File: src/gdd_pkg.sv
// Shared types, constants and calendar helpers for the day difference block.
// No dependencies; used by every module of the block.
package gdd_pkg;

    localparam int YEAR_W  = 14;
    localparam int MONTH_W = 4;
    localparam int DAY_W   = 5;
    localparam int COUNT_W = 23;
    localparam int ACC_W   = 24;
    localparam int RES_W   = 9;
    localparam int OFF_W   = 9;
    localparam int SUB_W   = 10;

    localparam logic [YEAR_W-1:0] MAX_YEAR  = 14'd9999;
    localparam logic [RES_W-1:0]  ERA_YEARS = 9'd400;
    localparam logic [RES_W-1:0]  LAST_RES  = 9'd399;
    localparam logic [RES_W-1:0]  CENT_1    = 9'd100;
    localparam logic [RES_W-1:0]  CENT_2    = 9'd200;
    localparam logic [RES_W-1:0]  CENT_3    = 9'd300;
    localparam logic [ACC_W-1:0]  YEAR_DAYS = 24'd365;
    localparam logic [MONTH_W-1:0] MONTH_FEB = 4'd2;
    localparam logic [MONTH_W-1:0] MONTH_DEC = 4'd12;

    typedef enum logic [3:0] {
        ST_IDLE,
        ST_RED_A,
        ST_RED_B,
        ST_CHECK,
        ST_SUB,
        ST_WALK,
        ST_INCL,
        ST_NEG,
        ST_DONE
    } state_t;

    typedef enum logic [3:0] {
        DP_HOLD,
        DP_LOAD,
        DP_RED_STEP,
        DP_RED_A_END,
        DP_RED_B_END,
        DP_SETUP,
        DP_SUB,
        DP_WALK,
        DP_INCL,
        DP_NEG
    } dp_op_t;

    typedef enum logic [2:0] {
        ALU_ERA,
        ALU_SUB,
        ALU_WALK,
        ALU_INCL,
        ALU_NEG
    } alu_sel_t;

    typedef struct packed {
        dp_op_t   op;
        alu_sel_t alu_sel;
        logic     out_load;
        logic     in_ready;
    } ctrl_t;

    typedef struct packed {
        logic era_ge;
        logic date_bad;
        logic walk_end;
    } stat_t;

    // Leap test on a year taken modulo 400
    function automatic logic is_leap(input logic [RES_W-1:0] res);
        is_leap = (res == '0) ||
                  ((res[1:0] == 2'b00) && (res != CENT_1) && (res != CENT_2) &&
                   (res != CENT_3));
    endfunction

    function automatic logic [DAY_W-1:0] month_len(input logic [MONTH_W-1:0] m,
                                                   input logic leap);
        logic [DAY_W-1:0] len;
        unique case (m)
            4'd1, 4'd3, 4'd5, 4'd7, 4'd8, 4'd10, 4'd12: len = 5'd31;
            4'd4, 4'd6, 4'd9, 4'd11:                    len = 5'd30;
            4'd2:                                       len = leap ? 5'd29 : 5'd28;
            default:                                    len = 5'd0;
        endcase
        month_len = len;
    endfunction

    // Days from March 1 to the first of the month, in a March-based year
    function automatic logic [OFF_W-1:0] mar_offset(input logic [MONTH_W-1:0] m);
        logic [OFF_W-1:0] off;
        unique case (m)
            4'd3:    off = 9'd0;
            4'd4:    off = 9'd31;
            4'd5:    off = 9'd61;
            4'd6:    off = 9'd92;
            4'd7:    off = 9'd122;
            4'd8:    off = 9'd153;
            4'd9:    off = 9'd184;
            4'd10:   off = 9'd214;
            4'd11:   off = 9'd245;
            4'd12:   off = 9'd275;
            4'd1:    off = 9'd306;
            4'd2:    off = 9'd337;
            default: off = 9'd0;
        endcase
        mar_offset = off;
    endfunction

    function automatic logic date_ok(input logic [YEAR_W-1:0] y,
                                     input logic [MONTH_W-1:0] m,
                                     input logic [DAY_W-1:0] d,
                                     input logic leap);
        date_ok = (y != '0) && (y <= MAX_YEAR) && (m != '0) && (m <= MONTH_DEC) &&
                  (d != '0) && (d <= month_len(m, leap));
    endfunction

endpackage

File: src/gdd_alu.sv
// Shared adder of the day difference block: a + b + carry-in.
// Depends on gdd_pkg for the accumulator width.
module gdd_alu (
    input  logic [gdd_pkg::ACC_W-1:0] a,
    input  logic [gdd_pkg::ACC_W-1:0] b,
    input  logic                      cin,
    output logic [gdd_pkg::ACC_W-1:0] sum
);
    import gdd_pkg::*;

    // Add both operands and the carry
    assign sum = a + b + ACC_W'(cin);

endmodule

File: src/gdd_fsm.sv
// Sequencer of the day difference block: steps the datapath through
// year reduction, validation, offset subtraction, year walk, end inclusion and sign fix.
// Depends on gdd_pkg.
module gdd_fsm (
    input  logic           clk,
    input  logic           rst_n,
    input  logic           in_valid,
    input  logic           out_free,
    input  gdd_pkg::stat_t stat,
    output gdd_pkg::ctrl_t ctrl
);
    import gdd_pkg::*;

    state_t state_reg;
    state_t state_next;

    // Hold the current step
    always_ff @(posedge clk or negedge rst_n)
    begin
        if (!rst_n)
        begin
            state_reg <= ST_IDLE;
        end
        else
        begin
            state_reg <= state_next;
        end
    end

    // Advance the step
    always_comb
    begin
        state_next = state_reg;
        unique case (state_reg)
            ST_IDLE:  if (in_valid) state_next = ST_RED_A;
            ST_RED_A: if (!stat.era_ge) state_next = ST_RED_B;
            ST_RED_B: if (!stat.era_ge) state_next = ST_CHECK;
            ST_CHECK: state_next = stat.date_bad ? ST_DONE : ST_SUB;
            ST_SUB:   state_next = ST_WALK;
            ST_WALK:  if (stat.walk_end) state_next = ST_INCL;
            ST_INCL:  state_next = ST_NEG;
            ST_NEG:   state_next = ST_DONE;
            ST_DONE:  if (out_free) state_next = ST_IDLE;
            default:  state_next = ST_IDLE;
        endcase
    end

    // Drive datapath controls
    always_comb
    begin
        ctrl = '{op: DP_HOLD, alu_sel: ALU_ERA, out_load: 1'b0, in_ready: 1'b0};
        unique case (state_reg)
            ST_IDLE:
            begin
                ctrl.in_ready = 1'b1;
                if (in_valid) ctrl.op = DP_LOAD;
            end
            ST_RED_A: ctrl.op = stat.era_ge ? DP_RED_STEP : DP_RED_A_END;
            ST_RED_B: ctrl.op = stat.era_ge ? DP_RED_STEP : DP_RED_B_END;
            ST_CHECK: ctrl.op = DP_SETUP;
            ST_SUB:
            begin
                ctrl.op      = DP_SUB;
                ctrl.alu_sel = ALU_SUB;
            end
            ST_WALK:
            begin
                ctrl.alu_sel = ALU_WALK;
                if (!stat.walk_end) ctrl.op = DP_WALK;
            end
            ST_INCL:
            begin
                ctrl.op      = DP_INCL;
                ctrl.alu_sel = ALU_INCL;
            end
            ST_NEG:
            begin
                ctrl.op      = DP_NEG;
                ctrl.alu_sel = ALU_NEG;
            end
            ST_DONE:  ctrl.out_load = out_free;
            default:  ctrl.op = DP_HOLD;
        endcase
    end

endmodule

File: src/gdd_dp.sv
// Datapath of the day difference block: request registers, year residues,
// day accumulator and year walk counter around one shared adder.
// Depends on gdd_pkg and gdd_alu.
module gdd_dp (
    input  logic                        clk,
    input  gdd_pkg::ctrl_t              ctrl,
    input  logic [gdd_pkg::YEAR_W-1:0]  first_year,
    input  logic [gdd_pkg::MONTH_W-1:0] first_month,
    input  logic [gdd_pkg::DAY_W-1:0]   first_day,
    input  logic [gdd_pkg::YEAR_W-1:0]  second_year,
    input  logic [gdd_pkg::MONTH_W-1:0] second_month,
    input  logic [gdd_pkg::DAY_W-1:0]   second_day,
    input  logic                        include_end,
    output gdd_pkg::stat_t              stat,
    output logic [gdd_pkg::COUNT_W-1:0] count,
    output logic                        bad
);
    import gdd_pkg::*;

    logic [YEAR_W-1:0]  y1_reg, y2_reg, yred_reg, cnt_reg, hi_reg;
    logic [YEAR_W-1:0]  yred_next, cnt_next, hi_next;
    logic [MONTH_W-1:0] m1_reg, m2_reg;
    logic [DAY_W-1:0]   d1_reg, d2_reg;
    logic               incl_reg, swap_reg, bad_reg;
    logic               swap_next, bad_next;
    logic [RES_W-1:0]   r1_reg, r2_reg, res_reg;
    logic [RES_W-1:0]   r1_next, r2_next, res_next;
    logic [ACC_W-1:0]   acc_reg, acc_next;
    logic [SUB_W-1:0]   sub_reg, sub_next;

    logic [ACC_W-1:0]   alu_a, alu_b, alu_sum;
    logic               alu_cin;

    logic [YEAR_W-1:0]  y_lo, y_hi;
    logic [MONTH_W-1:0] m_lo, m_hi;
    logic [DAY_W-1:0]   d_lo, d_hi;
    logic [RES_W-1:0]   r_lo, r_lo_inc, res_init;
    logic               swap_now, early_lo, early_hi, bad_now;
    logic [ACC_W-1:0]   acc_init;

    gdd_alu u_alu (
        .a   (alu_a),
        .b   (alu_b),
        .cin (alu_cin),
        .sum (alu_sum)
    );

    // Select adder operands
    always_comb
    begin
        alu_a   = acc_reg;
        alu_b   = '0;
        alu_cin = 1'b0;
        unique case (ctrl.alu_sel)
            ALU_ERA:
            begin
                alu_a   = ACC_W'(yred_reg);
                alu_b   = ~ACC_W'(ERA_YEARS);
                alu_cin = 1'b1;
            end
            ALU_SUB:
            begin
                alu_b   = ~ACC_W'(sub_reg);
                alu_cin = 1'b1;
            end
            ALU_WALK:
            begin
                alu_b   = YEAR_DAYS;
                alu_cin = is_leap(res_reg);
            end
            ALU_INCL: alu_cin = incl_reg;
            ALU_NEG:
            begin
                alu_a   = swap_reg ? ~acc_reg : acc_reg;
                alu_cin = swap_reg;
            end
            default:  alu_cin = 1'b0;
        endcase
    end

    // Order the dates and pick the earlier one as the walk start
    always_comb
    begin
        swap_now = !({y1_reg, m1_reg, d1_reg} < {y2_reg, m2_reg, d2_reg});
        y_lo     = swap_now ? y2_reg : y1_reg;
        m_lo     = swap_now ? m2_reg : m1_reg;
        d_lo     = swap_now ? d2_reg : d1_reg;
        r_lo     = swap_now ? r2_reg : r1_reg;
        y_hi     = swap_now ? y1_reg : y2_reg;
        m_hi     = swap_now ? m1_reg : m2_reg;
        d_hi     = swap_now ? d1_reg : d2_reg;
        early_lo = (m_lo <= MONTH_FEB);
        early_hi = (m_hi <= MONTH_FEB);
        r_lo_inc = (r_lo == LAST_RES) ? '0 : r_lo + 1'b1;
        res_init = early_lo ? r_lo : r_lo_inc;
        acc_init = ACC_W'(mar_offset(m_hi)) + ACC_W'(d_hi);
        bad_now  = !date_ok(y1_reg, m1_reg, d1_reg, is_leap(r1_reg)) ||
                   !date_ok(y2_reg, m2_reg, d2_reg, is_leap(r2_reg));
    end

    // Compute register updates for the current step
    always_comb
    begin
        yred_next = yred_reg;
        cnt_next  = cnt_reg;
        hi_next   = hi_reg;
        swap_next = swap_reg;
        bad_next  = bad_reg;
        r1_next   = r1_reg;
        r2_next   = r2_reg;
        res_next  = res_reg;
        acc_next  = acc_reg;
        sub_next  = sub_reg;
        unique case (ctrl.op)
            DP_HOLD:      acc_next = acc_reg;
            DP_LOAD:      yred_next = first_year;
            DP_RED_STEP:  yred_next = alu_sum[YEAR_W-1:0];
            DP_RED_A_END:
            begin
                r1_next   = yred_reg[RES_W-1:0];
                yred_next = y2_reg;
            end
            DP_RED_B_END: r2_next = yred_reg[RES_W-1:0];
            DP_SETUP:
            begin
                swap_next = swap_now;
                bad_next  = bad_now;
                cnt_next  = y_lo - YEAR_W'(early_lo);
                hi_next   = y_hi - YEAR_W'(early_hi);
                res_next  = res_init;
                sub_next  = SUB_W'(mar_offset(m_lo)) + SUB_W'(d_lo);
                acc_next  = bad_now ? '0 : acc_init;
            end
            DP_SUB:       acc_next = alu_sum;
            DP_WALK:
            begin
                acc_next = alu_sum;
                cnt_next = cnt_reg + 1'b1;
                res_next = (res_reg == LAST_RES) ? '0 : res_reg + 1'b1;
            end
            DP_INCL:      acc_next = alu_sum;
            DP_NEG:       acc_next = alu_sum;
            default:      acc_next = acc_reg;
        endcase
    end

    // Hold request fields and working values
    always_ff @(posedge clk)
    begin
        if (ctrl.op == DP_LOAD)
        begin
            y1_reg   <= first_year;
            m1_reg   <= first_month;
            d1_reg   <= first_day;
            y2_reg   <= second_year;
            m2_reg   <= second_month;
            d2_reg   <= second_day;
            incl_reg <= include_end;
        end
        yred_reg <= yred_next;
        cnt_reg  <= cnt_next;
        hi_reg   <= hi_next;
        swap_reg <= swap_next;
        bad_reg  <= bad_next;
        r1_reg   <= r1_next;
        r2_reg   <= r2_next;
        res_reg  <= res_next;
        acc_reg  <= acc_next;
        sub_reg  <= sub_next;
    end

    // Report status to the sequencer
    assign stat.era_ge   = !alu_sum[ACC_W-1];
    assign stat.date_bad = bad_now;
    assign stat.walk_end = (cnt_reg == hi_reg);

    assign count = acc_reg[COUNT_W-1:0];
    assign bad   = bad_reg;

endmodule

File: src/gregorian_day_difference.sv
// Top level of the Gregorian day difference block: sequencer, datapath and
// result register. Depends on gdd_pkg, gdd_fsm, gdd_dp.
//
//  channel | handshake           | payload
//  --------+---------------------+-------------------------------------------
//  in      | in_valid / in_ready | first_year/month/day, second_year/month/day,
//          |                     | include_end
//  out     | out_valid/out_ready | day_count, invalid_date
//
// A new request is taken only once the last one has reached the output register;
//   the reduction steps down 400 years at a time and the walk adds one year at a
//   time through the shared adder. A request with a bad date skips the subtraction,
//   walk, end inclusion and sign steps.
// in_ready is high only while the sequencer is idle.
// A finished result waits in the output register; the next request is taken
//   while it waits, and the sequencer stalls at its end only if it is still full.
// Reset clears the sequencer and the output valid flag.
module gregorian_day_difference (
    input  logic                        clk,
    input  logic                        rst_n,
    input  logic                        in_valid,
    output logic                        in_ready,
    input  logic [gdd_pkg::YEAR_W-1:0]  first_year,
    input  logic [gdd_pkg::MONTH_W-1:0] first_month,
    input  logic [gdd_pkg::DAY_W-1:0]   first_day,
    input  logic [gdd_pkg::YEAR_W-1:0]  second_year,
    input  logic [gdd_pkg::MONTH_W-1:0] second_month,
    input  logic [gdd_pkg::DAY_W-1:0]   second_day,
    input  logic                        include_end,
    output logic                        out_valid,
    input  logic                        out_ready,
    output logic [gdd_pkg::COUNT_W-1:0] day_count,
    output logic                        invalid_date
);
    import gdd_pkg::*;

    ctrl_t              ctrl;
    stat_t              stat;
    logic [COUNT_W-1:0] count;
    logic               bad;
    logic               out_free;
    logic               out_valid_reg, out_valid_next;
    logic [COUNT_W-1:0] day_count_reg;
    logic               invalid_reg;

    assign out_free = !out_valid_reg || out_ready;

    gdd_fsm u_fsm (
        .clk      (clk),
        .rst_n    (rst_n),
        .in_valid (in_valid),
        .out_free (out_free),
        .stat     (stat),
        .ctrl     (ctrl)
    );

    gdd_dp u_dp (
        .clk          (clk),
        .ctrl         (ctrl),
        .first_year   (first_year),
        .first_month  (first_month),
        .first_day    (first_day),
        .second_year  (second_year),
        .second_month (second_month),
        .second_day   (second_day),
        .include_end  (include_end),
        .stat         (stat),
        .count        (count),
        .bad          (bad)
    );

    // Track output occupancy
    always_comb
    begin
        out_valid_next = out_valid_reg;
        if (ctrl.out_load)
        begin
            out_valid_next = 1'b1;
        end
        else if (out_ready)
        begin
            out_valid_next = 1'b0;
        end
    end

    always_ff @(posedge clk or negedge rst_n)
    begin
        if (!rst_n)
        begin
            out_valid_reg <= 1'b0;
        end
        else
        begin
            out_valid_reg <= out_valid_next;
        end
    end

    // Capture the finished result
    always_ff @(posedge clk)
    begin
        if (ctrl.out_load)
        begin
            day_count_reg <= count;
            invalid_reg   <= bad;
        end
    end

    assign in_ready     = ctrl.in_ready;
    assign out_valid    = out_valid_reg;
    assign day_count    = day_count_reg;
    assign invalid_date = invalid_reg;

endmodule

File: config.mk
export PLATFORM = sky130hd
export DESIGN_NAME = gregorian_day_difference
export DESIGN_NICKNAME = d
export VERILOG_FILES = /design/src/gdd_pkg.sv /design/src/gdd_alu.sv /design/src/gdd_fsm.sv /design/src/gdd_dp.sv /design/src/gregorian_day_difference.sv
export SDC_FILE = /design/constraint.sdc
export NUM_CORES = 1
export LEC_CHECK = 0
export BUFFER_PORTS_ARGS = -buffer_cell sky130_fd_sc_hd__buf_4
export CAP_MARGIN = 20
export CELL_PAD_IN_SITES_DETAIL_PLACEMENT = 0
export CELL_PAD_IN_SITES_GLOBAL_PLACEMENT = 1
export CORE_MARGIN = 2
export CORE_UTILIZATION = 44
export CTS_CLUSTER_DIAMETER = 60
export DETAILED_ROUTE_END_ITERATION = 6
export PLACE_DENSITY_LB_ADDON = 0.1
export RECOVER_POWER = 25
export SLEW_MARGIN = 20
export SYNTH_ARGS = -nofsm -noshare
export SYNTH_HDL_FRONTEND = slang
export SYNTH_SLANG_ARGS = --single-unit
File: constraint.sdc
create_clock -name clk -period 5.65 [get_ports clk]
set_input_delay 0.2825 -clock clk [delete_from_list [all_inputs] [get_ports clk]]
set_output_delay 0.2825 -clock clk [all_outputs]
set_load 0.1 [all_outputs]
; After elaboration in Yosys (flattened, before gate mapping)
; Memory sizes are Yosys's and may differ from the RTL's.
; Index checks and enable logic that the tools add are counted.
[classes]
bitwise = 2
n_shift = 0
n_div = 0
mul = 0
addsub = 9
n_reduce_logical = 53
n_eq_ne = 62
n_lt_le_gt_ge = 9
muxes = 41
[op_table]
columns = op, count
row1 = $pmux W24 S2, 2
row2 = $pmux W24 S3, 1
row3 = $eq A4 B3 Y1 const B, 16
row4 = $eq A4 B4 Y1 const B, 13
row5 = $mux W24, 2
row6 = $mux W9, 5
row7 = $pmux W14 S3, 1
row8 = $pmux W4 S9, 1
row9 = $eq A4 B2 Y1 const B, 8
row10 = $mux W4, 8
row11 = $pmux W4 S8, 1
row12 = $pmux W5 S3, 2
row13 = $le A14 B14 Y1 const B, 2
row14 = $mux W14, 2
row15 = $pmux W14 S2, 1
row16 = $reduce_bool A14 Y1, 2
row17 = $sub A14 B1 Y14, 2
row18 = $logic_not A9 Y1, 3
row19 = $ne A9 B7 Y1 const B, 3
row20 = $ne A9 B8 Y1 const B, 3
row21 = $ne A9 B9 Y1 const B, 3
row22 = $add A24 B1 Y24, 1
row23 = $add A24 B24 Y24, 1
row24 = $not A10 Y24, 1
row25 = other kinds (36), 92
[totals]
latch_bits = 0
rom_bits = 288
output_inout_bits = 26
register_bits = 181
input_bits = 51
mem_bits_rw = 0
mem_count = 2
[memory_table]
columns = memory, depth, word_bits, rd, rd_clocked_by_memory_dff, write_ports, line_no
row1 = (no name shown), 16, 9, 1, 0, 0, gdd_pkg.sv:92  ; unique case (m)
row2 = (no name shown), 16, 9, 1, 0, 0, gdd_pkg.sv:92

; Logic depth before layout (Yosys ltp)
; Gate-level depths: netlist of the first run.
[logic_depth]
word_depth = 13
ltp_mapped = 27
ltp_nobuf = 23

; Cells and area by module
; A second synthesis of the first run with hierarchy kept.
[unflattened]
cells_unflattened = 1376
hier_area_um2 = 13150.1
[by_module_without_submodules]
columns = mod, area_each_um2, seq_area_each_um2, cells_each, n_inst
row1 = gdd_dp, 10571.4, 4564.4, 1097, 1
row2 = gdd_alu, 1406.3, 0.0, 197, 1
row3 = gregorian_day_difference, 768.2, 745.7, 27, 1
row4 = gdd_fsm, 404.1, 100.1, 55, 1

; Worst setup path before layout of the first run
; No wires, ideal clock.
[synth_timing]
path_kind = register to register
startpoint = register u_fsm.state_reg[1]
endpoint = register u_dp.cnt_reg[0] (enable)
t_required_ps = 5189
setup_slack_ps = -1004
arrival_ps = 6193
path_stages_with_launch = 9
path_cell_list = dfrtp_1 clkbuf_1 or2_2 clkbuf_1 nor2_1 and2_1 nand2b_1 a31oi_1 nor4_1
[synth_between]
elab_chain_cells = 10
[synth_rtl]
columns = item, line_no
row1 = "start, declared", gdd_fsm.sv:14  ; state_t state_reg;
row2 = "start signal, assigned", gdd_fsm.sv:26  ; state_reg <= state_next;
row3 = $eq A4 B3 Y1, gdd_fsm.sv:52  ; unique case (state_reg)
row4 = $pmux W3 S4, gdd_fsm.sv:52
row5 = "$eq A3 B2 Y1, or another cell as far along", gdd_dp.sv:54  ; unique case (ctrl.alu_sel)
row6 = "$pmux W24 S3, or another cell as far along", gdd_dp.sv:54
row7 = $add A24 B24 Y24 or $pmux W1 S4 (tied branches), "gdd_alu.sv:12, gdd_dp.sv:54"
row8 = $add A24 B1 Y24, gdd_alu.sv:12  ; assign sum = a + b + ACC_W'(cin);
row9 = $mux W1 or $mux W3 (tied branches), "gdd_fsm.sv:58, gdd_fsm.sv:59"
row10 = $pmux W4 S8 (*), gdd_fsm.sv:52
row11 = $eq A4 B3 Y1, gdd_dp.sv:114  ; unique case (ctrl.op)
row12 = $reduce_bool A2 Y1 (no source line) (*), --
row13 = "end signal, assigned", gdd_dp.sv:161  ; cnt_reg <= cnt_next;
row14 = "end, declared", gdd_dp.sv:20  ; logic [YEAR_W-1:0] y1_reg, y2_reg, yred_reg, cnt_reg, hi_reg;
; Mark *: on every way between the ends. The rest lies on a longest branch, timed or not.
; A chain may end at the register's enable or synchronous reset.

; Worst setup path in the final report of the first run
[layout_timing]
startpoint = register u_dp.y1_reg[11]
endpoint = register u_dp.acc_reg[6], data pin
[layout_between]
elab_chain_cells = 10
[layout_rtl]
columns = item, line_no
row1 = "start, declared", gdd_dp.sv:20
row2 = "start signal, assigned", gdd_dp.sv:152  ; y1_reg <= first_year;
row3 = branches (longest 8 deep; another with $lt A23 B23 Y1), --
row4 = $mux W24 (*), gdd_dp.sv:132  ; acc_next = bad_now ? '0 : acc_init;
row5 = $pmux W24 S2 (*), gdd_dp.sv:114
row6 = named net u_dp.acc_next[6], gdd_dp.sv:28  ; logic [ACC_W-1:0] acc_reg, acc_next;
row7 = "end signal, assigned", gdd_dp.sv:168  ; acc_reg <= acc_next;
row8 = "end, declared", gdd_dp.sv:28
; Mark *: on every way through the listed nets, which the timed path passes.

==> tab_implementation.tex, run 1 <==
\begin{tabular}{lr}
\hline
Metric & Value \\
\hline
\multicolumn{2}{l}{\textbf{Placement}} \\
\quad DP Wirelength & 26600 um \\
\quad Post-placement cell area & $\sim$13000 um\^{}2 \\
\quad Count of buffers from port buffering & 76 \\
\quad Routability cong. & $\sim$0.88 \\
\quad Worst setup timing slack at the placement stage & between 300 and 400 ps \\
\multicolumn{2}{l}{\textbf{Logic synthesis}} \\
\quad Register area share after synthesis & 43.7\% \\
\quad Yosys reg bits & 180 \\
\quad Post-synth top flop & sky130\_fd\_sc\_hd\_\_edfxtp\_1 \\
\quad Synthesized instance count & 1256 \\
\quad Post-synthesis area per instance & $\sim$10 um\^{}2 \\
\quad Yosys warning count & 0 \\
\quad Count of unique library cells instantiated by Yosys & 82 \\
\quad Asr flop ratio synth & 2.78\% \\
\quad Netlist Area Pre-Place & 12300 um\^{}2 \\
\quad Net count of the mapped netlist & approximately 1400 \\
\quad Number of synthesized flops with an enable pin & around 180 \\
\multicolumn{2}{l}{\textbf{STA}} \\
\quad Worst slew margin relative to its limit & 22.9\% \\
\quad Number of slew-limit violations in the final report & 0 \\
\quad RSZ-0062 raised after global routing & false \\
\quad Max Clk Rate & 190 MHz \\
\quad Worst-margin pin slew & 1160 ps \\
\quad Final setup slack of the worst path & 373 ps \\
\quad Total Neg Setup Slack & 0 ps \\
\quad Total count of hold-check failures in the final report & 0 \\
\quad Shortest clock period the worst path allows after layout & 5280 ps \\
\quad Final setup viols & 0 \\
\quad Worst clock skew on the final layout & 12.1 ps \\
\quad Post-route fraction of the period consumed by the critical path & 93.4\% \\
\multicolumn{2}{l}{\textbf{Die}} \\
\quad Core Box Area & 27600 um\^{}2 \\
\quad Die extent in y & 171 um \\
\quad Total die area & 29300 um\^{}2 \\
\quad Starting density of the core & 44.5\% \\
\quad Cell Rows & 61 \\
\quad I/O pins & 77 \\
\quad Floorplan die width & between 150 and 200 um \\
\multicolumn{2}{l}{\textbf{CTS}} \\
\quad Later-pin clock latency in the skew report & between 400 and 500 ps \\
\quad Clock tree from TritonCTS & done \\
\quad Count of H-tree levels built during CTS & 4 \\
\quad Clock buffers created by TritonCTS & 17 \\
\quad Clock-pin slew of the registers on the worst-case setup and hold paths & 70 ps \\
\quad Clock tree buffer depth & 2 \\
\quad Number of sinks driven by the clock tree & 180 \\
\quad Clock Root Buffer & sky130\_fd\_sc\_hd\_\_clkbuf\_16 \\
\quad Setup Fix Bufs, Post-CTS & 0 \\
\multicolumn{2}{l}{\textbf{Routing}} \\
\quad Detailed route wirelength on metal3 & 1470 um \\
\quad Iteration-0 DRC Markers & 775 \\
\quad Met2 wire length & approximately 16000 um \\
\quad Post-DR wirelength/cell & 20.3 um \\
\quad Detailed-routing iteration count for the pre-antenna-repair pass & 5 \\
\quad Count of nets left with antenna violations after detail routing & 0 \\
\quad Vias per inst & 5.70 \\
\quad Detailed-route wire length on metal 1 & 16400 um \\
\quad Total routed wirelength & around 35000 um \\
\quad Top routing layer in use & met4 \\
\quad Detailed-route DRC error count & 0 \\
\quad Vias after detailed routing & a little under 10000 \\
\multicolumn{2}{l}{\textbf{Setup path}} \\
\quad Critical Setup Path Class & register to register \\
\quad Slowest-stage cell, CP & sky130\_fd\_sc\_hd\_\_edfxtp\_1 \\
\quad Critical path origin & u\_dp.y1\_reg[11] \\
\quad Data arrival time of the critical path & 5490 ps \\
\quad Crit. End Element & register \\
\quad Crit path largest cell delay & 500 ps \\
\quad Critical path cell sequence & ha\_1 -> nand4\_2 -> nor4\_2 -> o211ai\_1 -> o21ai\_4 -> nor2\_4 -> inv\_2 -> buf\_4 -> a21o\_1 -> nand2\_1 -> o21ai\_0 -> o21ai\_0 -> ha\_1 -> fa\_1 -> a21o\_1 -> a21o\_1 -> a21o\_1 -> o211a\_1 -> o41ai\_1 \\
\quad Worst r2r path cells & 19 \\
\quad CP max FO & 40 \\
\quad Most common cell on crit path & sky130\_fd\_sc\_hd\_\_a21o\_1 \\
\quad Kind of start point of the critical path & register \\
\quad WP data required & approximately 5900 ps \\
\quad Timing endpoint of the critical path & u\_dp.acc\_reg[6] \\
\quad Reg-to-reg startpoint & u\_dp.y1\_reg[11] \\
\quad R2r endpoint & u\_dp.acc\_reg[6] \\
\quad Reg2Reg Setup Slack & 370 ps \\
\multicolumn{2}{l}{\textbf{Cells and area}} \\
\quad Final Util & 51.1\% \\
\quad Inserted Diodes & 0 \\
\quad Relative area change from synthesis to final layout & 14.8\% \\
\quad Proportion of layout cells with a drive suffix above 1 & 11.3\% \\
\quad Commonest non-fill, non-tap cells in the layout & 175 x sky130\_fd\_sc\_hd\_\_edfxtp\_1, 116 x sky130\_fd\_sc\_hd\_\_nand2\_1, 109 x sky130\_fd\_sc\_hd\_\_nor2\_1 \\
\quad Net total in the final layout & 1480 \\
\quad Final design instance area without fill & approximately 14000 um\^{}2 \\
\quad Most common library cell in the layout ignoring fill and taps & sky130\_fd\_sc\_hd\_\_edfxtp\_1 \\
\multicolumn{2}{l}{\textbf{Run}} \\
\quad Max-cap violation count & 0 \\
\multicolumn{2}{l}{\textbf{Global route}} \\
\quad Largest net degree at the start of global routing & between 50 and 60 \\
\quad Via count of the first global-routing pass & about 9400 \\
\quad Global-route usage over all layers & 24.8\% \\
\quad Number of antenna violations at the first check in global routing & 0 \\
\quad Global-route wire length before repair & 54800 um \\
\quad Total global routing overflow & 0 \\
\multicolumn{2}{l}{\textbf{Hold path}} \\
\quad Kind of path behind the tightest hold check & input pin to register \\
\quad Worst hold stages & 1 \\
\multicolumn{2}{l}{\textbf{Status}} \\
\quad Run status & finished, final reports clean \\
\hline
\end{tabular}
-- cell usage after synthesis, types with 18 or more instances --
master	instances	area share (%)
sky130_fd_sc_hd__ha_1	80	8.1
sky130_fd_sc_hd__a21o_1	24	1.5
sky130_fd_sc_hd__nand3_1	33	1.3
sky130_fd_sc_hd__a21oi_1	86	3.5
sky130_fd_sc_hd__nor2b_1	18	0.92
sky130_fd_sc_hd__mux2i_1	20	1.6
sky130_fd_sc_hd__nor2_1	111	3.4
sky130_fd_sc_hd__xnor2_1	52	3.7
sky130_fd_sc_hd__nor3_1	24	0.98
sky130_fd_sc_hd__o21ai_0	71	2.9
sky130_fd_sc_hd__nand4_1	23	1.2
sky130_fd_sc_hd__edfxtp_1	175	43
sky130_fd_sc_hd__nand2_1	116	3.5
sky130_fd_sc_hd__xor2_1	63	4.5
sky130_fd_sc_hd__clkbuf_1	38	1.2
sky130_fd_sc_hd__inv_1	57	1.7
-- repair_timing --
item                                    4_1_cts  5_1_grt
endpoints found under the setup margin        0        1
resized for setup                             0        1
hold endpoints to repair                      7       10
hold buffers                                  3       10
-- per-layer routing --
metal  vias to the layer above  GRT usage (%)
met5                         -              0
met4                         0           8.47
met3                        44           3.27
met2                       250           39.6
met1                      4777           34.8
li1                       4821              -
-- through the flow --
| stage | hold slack (ps) | instances |
|---|---|---|
| final | 36.2 | 1736 |
| after global routing | 25.7 | 1736 |
| after CTS | 2.21 | 1726 |
| after detailed placement | 87.0 | 1691 |
| after global placement | 85.2 | 1691 |
| after floorplan | -13.1 | 1256 |
-- cells by family (layout without fill, tap and decap cells) --
kind of cell,count (synthesis),after routing,synth area share [%]
XOR/XNOR,115,115,8.18
multiplexers,32,32,3.00
adder cells (fa/ha/maj),84,84,8.78
flip-flops,180,180,43.7
AO/OA/AOI/OAI,326,326,16.9
buffers and inverters,114,216,3.60
AND/OR/NAND/NOR,404,404,15.8
other,1,1,0.0305
-- critical path, delay by kind of cell (launching register included) --
| kind | cells | cell delay [ps] |
|---|---|---|
| simple gates | 4 | 660 |
| buf+inv | 2 | 690 |
| compound gates | 10 | 2200 |
| flops | 1 | 500 |
| fa+ha+maj | 3 | 1000 |
-- layout make-up --
| cell class | count | area, um^2 |
|---|---|---|
| clock buffer | 17 | 425 |
| clock inverter | 15 | 223 |
| fill | 2663 | 13500 |
| inverter | 60 | 225 |
| multi-input combinational | 962 | 6520 |
| sequential | 180 | 5380 |
| tap | 378 | 473 |
| timing repair buffer | 124 | 873 |
-- worst min-delay path by stage --
stage | slack, ps | to | from
after global placement | 90 | u_fsm.state_reg[1] | rst_n
after CTS | 2 | u_dp.d2_reg[2] | second_day[2]
final | 40 | u_dp.d2_reg[1] | second_day[1]
after global routing | 30 | u_dp.m2_reg[0] | second_month[0]
after floorplan | -10 | out_valid | rst_n
after detailed placement | 90 | u_fsm.state_reg[1] | rst_n
Power of run 1 is not shown: default switching activity piles up to over one toggle a cycle in this logic, so the estimate is an artifact.
==> run 2: changes to the inputs <==
- CELL_PAD_IN_SITES_DETAIL_PLACEMENT: 0 -> 1
==> tab_implementation.tex, run 2 (synthesis gave the netlist of run 1 again) <==
\begin{tabular}{lr}
\hline
Metric & Value \\
\hline
\multicolumn{2}{l}{\textbf{Global route}} \\
\quad Global-route wire length before repair & 59800 um (+9.1\%) \\
\quad Largest net degree at the start of global routing & 56 (unchanged) \\
\quad Total global routing overflow & 0 (unchanged) \\
\quad Via count of the first global-routing pass & 10354 (+9.8\%) \\
\quad Number of antenna violations at the first check in global routing & 0 (unchanged) \\
\quad Global-route usage over all layers & 26.8\% (+2.0 points) \\
\multicolumn{2}{l}{\textbf{Routing}} \\
\quad Detailed-routing iteration count for the pre-antenna-repair pass & 5 (unchanged) \\
\quad Vias after detailed routing & 10068 (+1.8\%) \\
\quad Iteration-0 DRC Markers & 637 (-18\%) \\
\quad Total routed wirelength & 38000 um (+7.7\%) \\
\quad Count of nets left with antenna violations after detail routing & 0 (unchanged) \\
\quad Post-DR wirelength/cell & 21.9 um (+7.8\%) \\
\quad Detailed-route DRC error count & 0 (unchanged) \\
\quad Vias per inst & 5.80 (+1.8\%) \\
\multicolumn{2}{l}{\textbf{Setup path}} \\
\quad Data arrival time of the critical path & 5520 ps (+30 ps) \\
\quad Top Family by Delay on Critical Path & compound AO/OA/AOI/OAI gates \\
\quad Crit. End Element & register \\
\quad CP max FO & 40 (unchanged) \\
\quad WP data required & 5870 ps (about the same) \\
\quad Most common cell on crit path & sky130\_fd\_sc\_hd\_\_a21o\_1 \\
\quad Critical Setup Path Class & register to register \\
\quad Crit path largest cell delay & 500 ps (about the same) \\
\quad Critical path cell sequence & ha\_1 -> nand4\_2 -> nor4\_2 -> o211ai\_1 -> o21ai\_4 -> nor2\_4 -> inv\_2 -> buf\_4 -> a21o\_1 -> nand2\_1 -> o21ai\_0 -> o21ai\_0 -> ha\_1 -> fa\_1 -> a21o\_1 -> a21o\_1 -> a21o\_1 -> o211a\_1 -> o41ai\_1 \\
\quad Kind of start point of the critical path & register \\
\quad Slowest-stage cell, CP & sky130\_fd\_sc\_hd\_\_edfxtp\_1 \\
\quad Crit path buf inv count & 2 (unchanged) \\
\multicolumn{2}{l}{\textbf{Placement}} \\
\quad DP Wirelength & 28800 um (+8.1\%) \\
\quad Routability cong. & 0.883 (unchanged) \\
\quad Count of buffers from port buffering & 76 (unchanged) \\
\quad Total placed cells including tap cells & 1691 (unchanged) \\
\multicolumn{2}{l}{\textbf{Die}} \\
\quad Die extent in y & 171 um (unchanged) \\
\quad I/O pins & 77 (unchanged) \\
\quad Floorplan die width & 171 um (unchanged) \\
\quad Core Box Area & 27600 um\^{}2 (unchanged) \\
\quad Cell Rows & 61 (unchanged) \\
\quad Starting density of the core & 44.5\% (unchanged) \\
\quad Total die area & 29300 um\^{}2 (unchanged) \\
\multicolumn{2}{l}{\textbf{STA}} \\
\quad Worst-margin pin slew & 1180 ps (+15.7 ps) \\
\quad Post-route fraction of the period consumed by the critical path & 93.7\% (+0.27 points) \\
\quad Total count of hold-check failures in the final report & 0 (unchanged) \\
\quad Final setup viols & 0 (unchanged) \\
\quad Max Clk Rate & 189 MHz (-0.29\%) \\
\quad Total Neg Setup Slack & 0 ps (unchanged) \\
\quad Worst clock skew on the final layout & 15.9 ps (+3.76 ps) \\
\quad Number of slew-limit violations in the final report & 0 (unchanged) \\
\quad Shortest clock period the worst path allows after layout & 5290 ps (+15.3 ps) \\
\quad Worst slew margin relative to its limit & 21.9\% (-1.0 points) \\
\quad RSZ-0062 raised after global routing & false \\
\quad Worst hold-check slack & 42.3 ps (+6.16 ps) \\
\multicolumn{2}{l}{\textbf{CTS}} \\
\quad Number of sinks driven by the clock tree & 180 (unchanged) \\
\quad Clock Root Buffer & sky130\_fd\_sc\_hd\_\_clkbuf\_16 \\
\quad Later-pin clock latency in the skew report & 440 ps (about the same) \\
\quad Setup Fix Bufs, Post-CTS & 0 (unchanged) \\
\quad Clock tree from TritonCTS & done \\
\quad Clock buffers created by TritonCTS & 17 (unchanged) \\
\quad Clock-pin slew of the registers on the worst-case setup and hold paths & 80 ps (about the same) \\
\quad Clock tree buffer depth & 2 (unchanged) \\
\quad Count of H-tree levels built during CTS & 4 (unchanged) \\
\multicolumn{2}{l}{\textbf{Cells and area}} \\
\quad Most common library cell in the layout ignoring fill and taps & sky130\_fd\_sc\_hd\_\_edfxtp\_1 \\
\quad Non-filler instance count after layout & 1735 (-0.058\%) \\
\quad Final Util & 50.9\% (-0.20 points) \\
\quad Count of fill cells added during filler insertion & 3137 (+18\%) \\
\quad Net total in the final layout & 1479 (-0.068\%) \\
\quad Area taken by multi-input logic gates & 6520 um\^{}2 (unchanged) \\
\quad Relative area change from synthesis to final layout & 14.3\% \\
\quad Commonest non-fill, non-tap cells in the layout & 175 x sky130\_fd\_sc\_hd\_\_edfxtp\_1, 116 x sky130\_fd\_sc\_hd\_\_nand2\_1, 109 x sky130\_fd\_sc\_hd\_\_nor2\_1 \\
\quad Inserted Diodes & 0 (unchanged) \\
\quad FF/Latch Area & 5380 um\^{}2 (unchanged) \\
\quad Proportion of layout cells with a drive suffix above 1 & 11.1\% (-0.21 points) \\
\multicolumn{2}{l}{\textbf{Hold path}} \\
\quad Kind of path behind the tightest hold check & input pin to register \\
\multicolumn{2}{l}{\textbf{Run}} \\
\quad Max-cap violation count & 0 (unchanged) \\
\multicolumn{2}{l}{\textbf{Status}} \\
\quad Run status & finished, final reports clean \\
\hline
\end{tabular}
==> run 2: area by class of cell <==
cell class | instances | area share [%]
Clock inverter | 14 | 1.24
Inverter | 60 | 1.60
Tap cell | 378 | 3.36
Timing Repair Buffer | 123 | 6.14
Clock buffer | 18 | 3.05
Multi-Input combinational cell | 962 | 46.4
Sequential cell | 180 | 38.2
==> run 2: repair_timing <==
action                                 in CTS  in global routing
resized for setup                           0                  1
endpoints found under the hold margin      16                  0
hold buffers                               12                  0
setup endpoints to repair                   0                  1
==> run 2: final timing paths <==
kind	endpoint	cells after the start	startpoint	slack, ps
worst max-delay path	u_dp.acc_reg[6]	19	u_dp.y1_reg[11]	360
worst min-delay path	u_dp.d1_reg[1]	1	first_day[1]	40
worst max register to register	u_dp.acc_reg[6]	19	u_dp.y1_reg[11]	360
worst min register to register	invalid_date	0	u_dp.bad	430
max in group asynchronous	u_fsm.state_reg[2]	2	rst_n	5230
min in group asynchronous	u_fsm.state_reg[3]	2	rst_n	210
==> run 2: per-layer routing <==
metal  global-route usage [%]  vias up  part of all wire (%)
met2                     46.1      184                    49
met1                     35.7     5026                    46
met3                     3.04       45                   3.6
met4                     7.41        0                   2.2
li1                         -     4813                     -
met5                        0        -                     0
==> run 2: through the flow <==
step / setup WS (ps) / instance area (um^2)
4_1_cts: 225 / 14200
6_report: 358 / 14100
3_5_place_dp: 266 / 13400
3_3_place_gp: 573 / 13400
5_1_grt: 48.9 / 14100
2_1_floorplan: 370 / 12300
Power of run 2 is left out for the same reason.
